===== config.mk =====
export PLATFORM = sky130hd
export DESIGN_NAME = bir_div
export DESIGN_NICKNAME = d
export VERILOG_FILES = /design/src/sv/bilinear_image_resize_core_macros.svh /design/src/sv/bir_pkg.sv /design/src/sv/bir_div.sv
export SDC_FILE = /design/constraint.sdc
export NUM_CORES = 1
export LEC_CHECK = 0
export BUFFER_PORTS_ARGS = -buffer_cell sky130_fd_sc_hd__buf_2
export CAP_MARGIN = 20
export CORE_ASPECT_RATIO = 2
export CORE_MARGIN = 2
export CORE_UTILIZATION = 50
export CTS_CLUSTER_DIAMETER = 60
export DETAILED_ROUTE_END_ITERATION = 8
export PLACE_DENSITY = 0.73
export SETUP_SLACK_MARGIN = 0.5
export SYNTH_ARGS = -nofsm -noshare
export SYNTH_HDL_FRONTEND = slang
export SYNTH_SLANG_ARGS = --single-unit

===== constraint.sdc =====
create_clock -name clk -period 2.7 [get_ports clk]
set_input_delay 0.27 -clock clk [delete_from_list [all_inputs] [get_ports clk]]
set_output_delay 0.27 -clock clk [all_outputs]
set_load 0.02 [all_outputs]

===== src/sv/bilinear_image_resize_core_macros.svh =====
// Assertion macros for the bilinear image resize core.
// Included by the modules that carry concurrent checks; depends on clk and rst_n.
`ifndef BILINEAR_IMAGE_RESIZE_CORE_MACROS_SVH
`define BILINEAR_IMAGE_RESIZE_CORE_MACROS_SVH
`ifndef SYNTH
`define BIR_ASSERT_SAME(lbl, ante, cons) \
    lbl: assert property (@(posedge clk) disable iff (!rst_n) (ante) |-> (cons)) \
        else $error("check failed");
`define BIR_ASSERT_NEXT(lbl, ante, cons) \
    lbl: assert property (@(posedge clk) disable iff (!rst_n) (ante) |=> (cons)) \
        else $error("check failed");
`else
`define BIR_ASSERT_SAME(lbl, ante, cons)
`define BIR_ASSERT_NEXT(lbl, ante, cons)
`endif
`endif


===== src/sv/bir_pkg.sv =====
// Shared constants and types of the bilinear image resize core.
// No dependencies; imported by every module of the core except bir_ram.
package bir_pkg;
    localparam int SRC_W_BITS = 8;
    localparam int SRC_H_BITS = 8;
    localparam int CH_BITS    = 2;
    localparam int FRAC_BITS  = 16;
    localparam int DST_BITS   = 12;
    localparam int STEP_BITS  = SRC_W_BITS + FRAC_BITS;
    localparam int POS_BITS   = DST_BITS + STEP_BITS;
    localparam int ADDR_BITS  = SRC_H_BITS + SRC_W_BITS + CH_BITS;
    localparam int WGT_BITS   = FRAC_BITS + 1;
    localparam int HSUM_BITS  = 8 + FRAC_BITS;
    localparam int VSUM_BITS  = 8 + 2 * FRAC_BITS;
    localparam logic [WGT_BITS-1:0] ONE = WGT_BITS'(1) << FRAC_BITS;

    typedef enum logic [2:0] {
        REG_SRC_WIDTH  = 3'd0,
        REG_SRC_HEIGHT = 3'd1,
        REG_CHANNELS   = 3'd2,
        REG_DST_WIDTH  = 3'd3,
        REG_DST_HEIGHT = 3'd4
    } cfg_index_t;

    // One word handed from the front stage to the read sequencer.
    typedef struct packed {
        logic                  is_load;
        logic                  load_ok;
        logic                  err;
        logic [CH_BITS-1:0]    ch;
        logic [SRC_W_BITS-1:0] xl;
        logic [SRC_W_BITS-1:0] xh;
        logic [SRC_H_BITS-1:0] yl;
        logic [SRC_H_BITS-1:0] yh;
        logic [FRAC_BITS-1:0]  fx;
        logic [FRAC_BITS-1:0]  fy;
        logic [7:0]            value;
    } bir_item_t;
endpackage


===== src/sv/bir_div.sv =====
// Restoring divider, one quotient bit per cycle, for the axis step.
// Depends on bir_pkg.
module bir_div (
    input  logic                          clk,
    input  logic                          rst_n,
    input  logic                          start,
    input  logic [bir_pkg::STEP_BITS-1:0] dividend,
    input  logic [bir_pkg::DST_BITS-1:0]  divisor,
    output logic                          busy,
    output logic [bir_pkg::STEP_BITS-1:0] quotient
);
    import bir_pkg::*;
    localparam int CNT_BITS = $clog2(STEP_BITS);

    logic                 run_reg;
    logic [CNT_BITS-1:0]  cnt_reg;
    logic [DST_BITS-1:0]  rem_reg;
    logic [STEP_BITS-1:0] quo_reg;
    logic [STEP_BITS-1:0] dvd_reg;
    logic [DST_BITS-1:0]  dvs_reg;
    logic [DST_BITS:0]    trial;
    logic                 ge;

    // Trial subtraction of one step.
    assign trial = {rem_reg, dvd_reg[STEP_BITS-1]};
    assign ge    = (trial >= {1'b0, dvs_reg});

    // Control of the iteration.
    always_ff @(posedge clk or negedge rst_n)
    begin
        if (!rst_n)
        begin
            run_reg <= 1'b0;
            cnt_reg <= '0;
        end
        else if (start)
        begin
            run_reg <= (divisor != '0);
            cnt_reg <= CNT_BITS'(STEP_BITS - 1);
        end
        else if (run_reg)
        begin
            if (cnt_reg == '0)
            begin
                run_reg <= 1'b0;
            end
            cnt_reg <= cnt_reg - 1'b1;
        end
    end

    // Datapath of the iteration.
    always_ff @(posedge clk)
    begin
        if (start)
        begin
            rem_reg <= '0;
            quo_reg <= '0;
            dvd_reg <= dividend;
            dvs_reg <= divisor;
        end
        else if (run_reg)
        begin
            rem_reg <= ge ? DST_BITS'(trial - {1'b0, dvs_reg}) : trial[DST_BITS-1:0];
            quo_reg <= {quo_reg[STEP_BITS-2:0], ge};
            dvd_reg <= {dvd_reg[STEP_BITS-2:0], 1'b0};
        end
    end

    assign busy     = run_reg;
    assign quotient = quo_reg;
endmodule


==> metrics <==
Crit Reg-Reg Endpoint=rem_reg[8]; TritonCTS buffer count=9; hold_ws=0.125 ns; area of the mapped netlist=3630 um2; WP data required=2.94 ns; Detailed Route Iter0 Violations=123; Pleak=2.02 nW; Fmax=0.443 GHz; Crit Path Max Fanout=2; Core Area=7160 um2; TritonCTS clock tree=done; Root Buffer=clkbuf_16; Hold EP=dvs_reg[4]; syn_nets=375; Final Skew=0.00737 ns; Routed WL per cell=14.6 um; top cell type's share of synthesized area=0.298; HP Class=input port to register; maximum root-to-sink buffer count=2; Yosys reg bits=78; routability-driven placement congestion ratio=0.966; DIE HEIGHT=125 um; WHS Path Cells=1; mean area per synthesized cell=11.3 um2; number of global-route vias before repair=2526; clock sinks=78; Top FF cell, synth=edfxtp_1; endpoints failing hold=0; Seq/Total Area, Yosys=0.537; top post-synthesis cells by area=edfxtp_1, dfxtp_1, mux2i_1; setup TNS=0 ns; Starting Density=0.508; remaining global-route overflow=0; dpl cells=467; final cell count without fillers=495; DR vias=2612; asr flop ratio synth=0.0769; gr usage total=0.178; Total Wirelength=7200 um; kind of end point of the critical path=register; Routed Antenna Nets=0; largest net degree at the start of global routing=37; final worst path period share=0.836; later-pin clock latency in the skew report=0.33 ns; Area after DPL=4050 um2; # DRC=0; Cells after Synth=321; worst r2r src=dvs_reg[0]; number of vias per cell=5.28; number of port buffers=63; pre-CTS setup slack=0.386 ns; IO Pins=64; Core Rows=44; Final Instance Area=4540 um2; crit path launch type=register; EDFF count, synth=36; hold wc startpoint=divisor[4]; pwr/cell area=725 nW/um2; CP Class=register to register; die width=64.3 um; R2R Setup Slk=0.44 ns; H-tree levels=3; clock slew at reported path FFs=0.06 ns; post-route minimum period=2.26 ns; Max IR drop VDD=0.586 mV; area grow syn2layout=25.0%; most common library cells after synthesis=dfxtp_1, edfxtp_1, nor2_1, mux2i_1, mux2_2; reg2reg path depth=8; hpwl dp=4590 um; Layout Utilization=0.634; worst slew pin tran=0.760 ns; initial antenna violation count=0; Nets=452; die area=8010 um2; first-pass GRT wire length=11100 um; Max-slew headroom=0.492; Synth cell types=45; RSZ-0062 raised after global routing=yes; setup ws final=0.443 ns; maxcap violations=0; status=complete, no violations; antenna fix cells=0; Power, Total=3.29 mW; WP data arrival=2.50 ns; fin. max-slew vios=0; post-synth top area cell=edfxtp_1; Initial DRT Pass Iterations=5; Final setup violation count=0; yosys warns=0; layout cell share with drive strength beyond 1=0.342
## report_power, final
group | internal, mW | leakage, nW | switching, mW
clock network | 0.651 | 0.139 | 0.452
registers | 1.35 | 0.720 | 0.0637
logic | 0.378 | 1.16 | 0.398
## layout by cell type (no fill, tap or decap), drive strengths merged, types with 3 or more instances in the layout
cell type	count
mux2i	27
clkbuf	11
xnor2	9
a21oi	10
edfxtp	36
dfrtp	6
nor4	4
nor3	3
nand2	18
buf	80
o31ai	4
a311oi	3
dfxtp	36
a211oi	3
nor2	36
nor2b	3
nand2b	8
xor2	3
o311ai	4
nand3	7
mux2	23
o21ai	8
ha	14
inv	24
## worst max-delay path by stage
stage / from / endpoint / slack [ns] / cells after the start
finish: dvs_reg[0] / rem_reg[8] / 0.44 / 8
detailed placement: dvd_reg[23] / rem_reg[8] / 0.39 / 9
CTS: dvs_reg[1] / rem_reg[8] / 0.44 / 9
floorplan: dvd_reg[23] / rem_reg[8] / 0.55 / 9
global placement: dvd_reg[23] / rem_reg[8] / 0.44 / 9
global route: dvs_reg[0] / rem_reg[8] / 0.38 / 8
## layout make-up
cell class,instances,area (um2)
repair buffers,81,454
clock buffers,11,244
flip-flops and latches,78,1950
multi-input cells,206,1660
well taps,92,115
inverters,22,82.6
clock inverters,5,32.5
fillers,573,2620
## worst max-delay path, cell delays in order, from the launching register on
cell and delay [ns]:
edfxtp_1 0.42, ha_4 0.20, fa_2 0.36, nand2b_4 0.16, a21oi_4 0.18, nor2_4 0.05
o211ai_1 0.16, or3b_1 0.38, a311oi_1 0.25
## routing by layer
metal / GRT usage / wire length, um / vias up
met3: 0.0407 / 342 / 12
met1: 0.224 / 3050 / 1224
met5: 0 / 0 / -
met2: 0.280 / 3670 / 73
li1: - / - / 1303
met4: 0.0964 / 142 / 0
## cell families (layout without fill, tap and decap cells)
kind of cell,count (synthesis),after routing,synth area share
buffers and inverters,37,119,0.0403
muxes,50,50,0.146
adders and majority gates,15,15,0.0537
AOI/OAI and AO/OA,44,44,0.0857
xor gates and xnor gates,12,12,0.0289
DFF,78,78,0.537
and+or+nand+nor,85,85,0.108
## repair_timing
action,4_1_cts,5_1_grt
endpoints found under the hold margin,6,0
gates resized for setup,4,20
gates cloned,0,1
pin swaps,0,11
buffers inserted,0,10
hold buffers,1,0
setup endpoints to repair,5,5
Power figures use the tool's default switching activity.
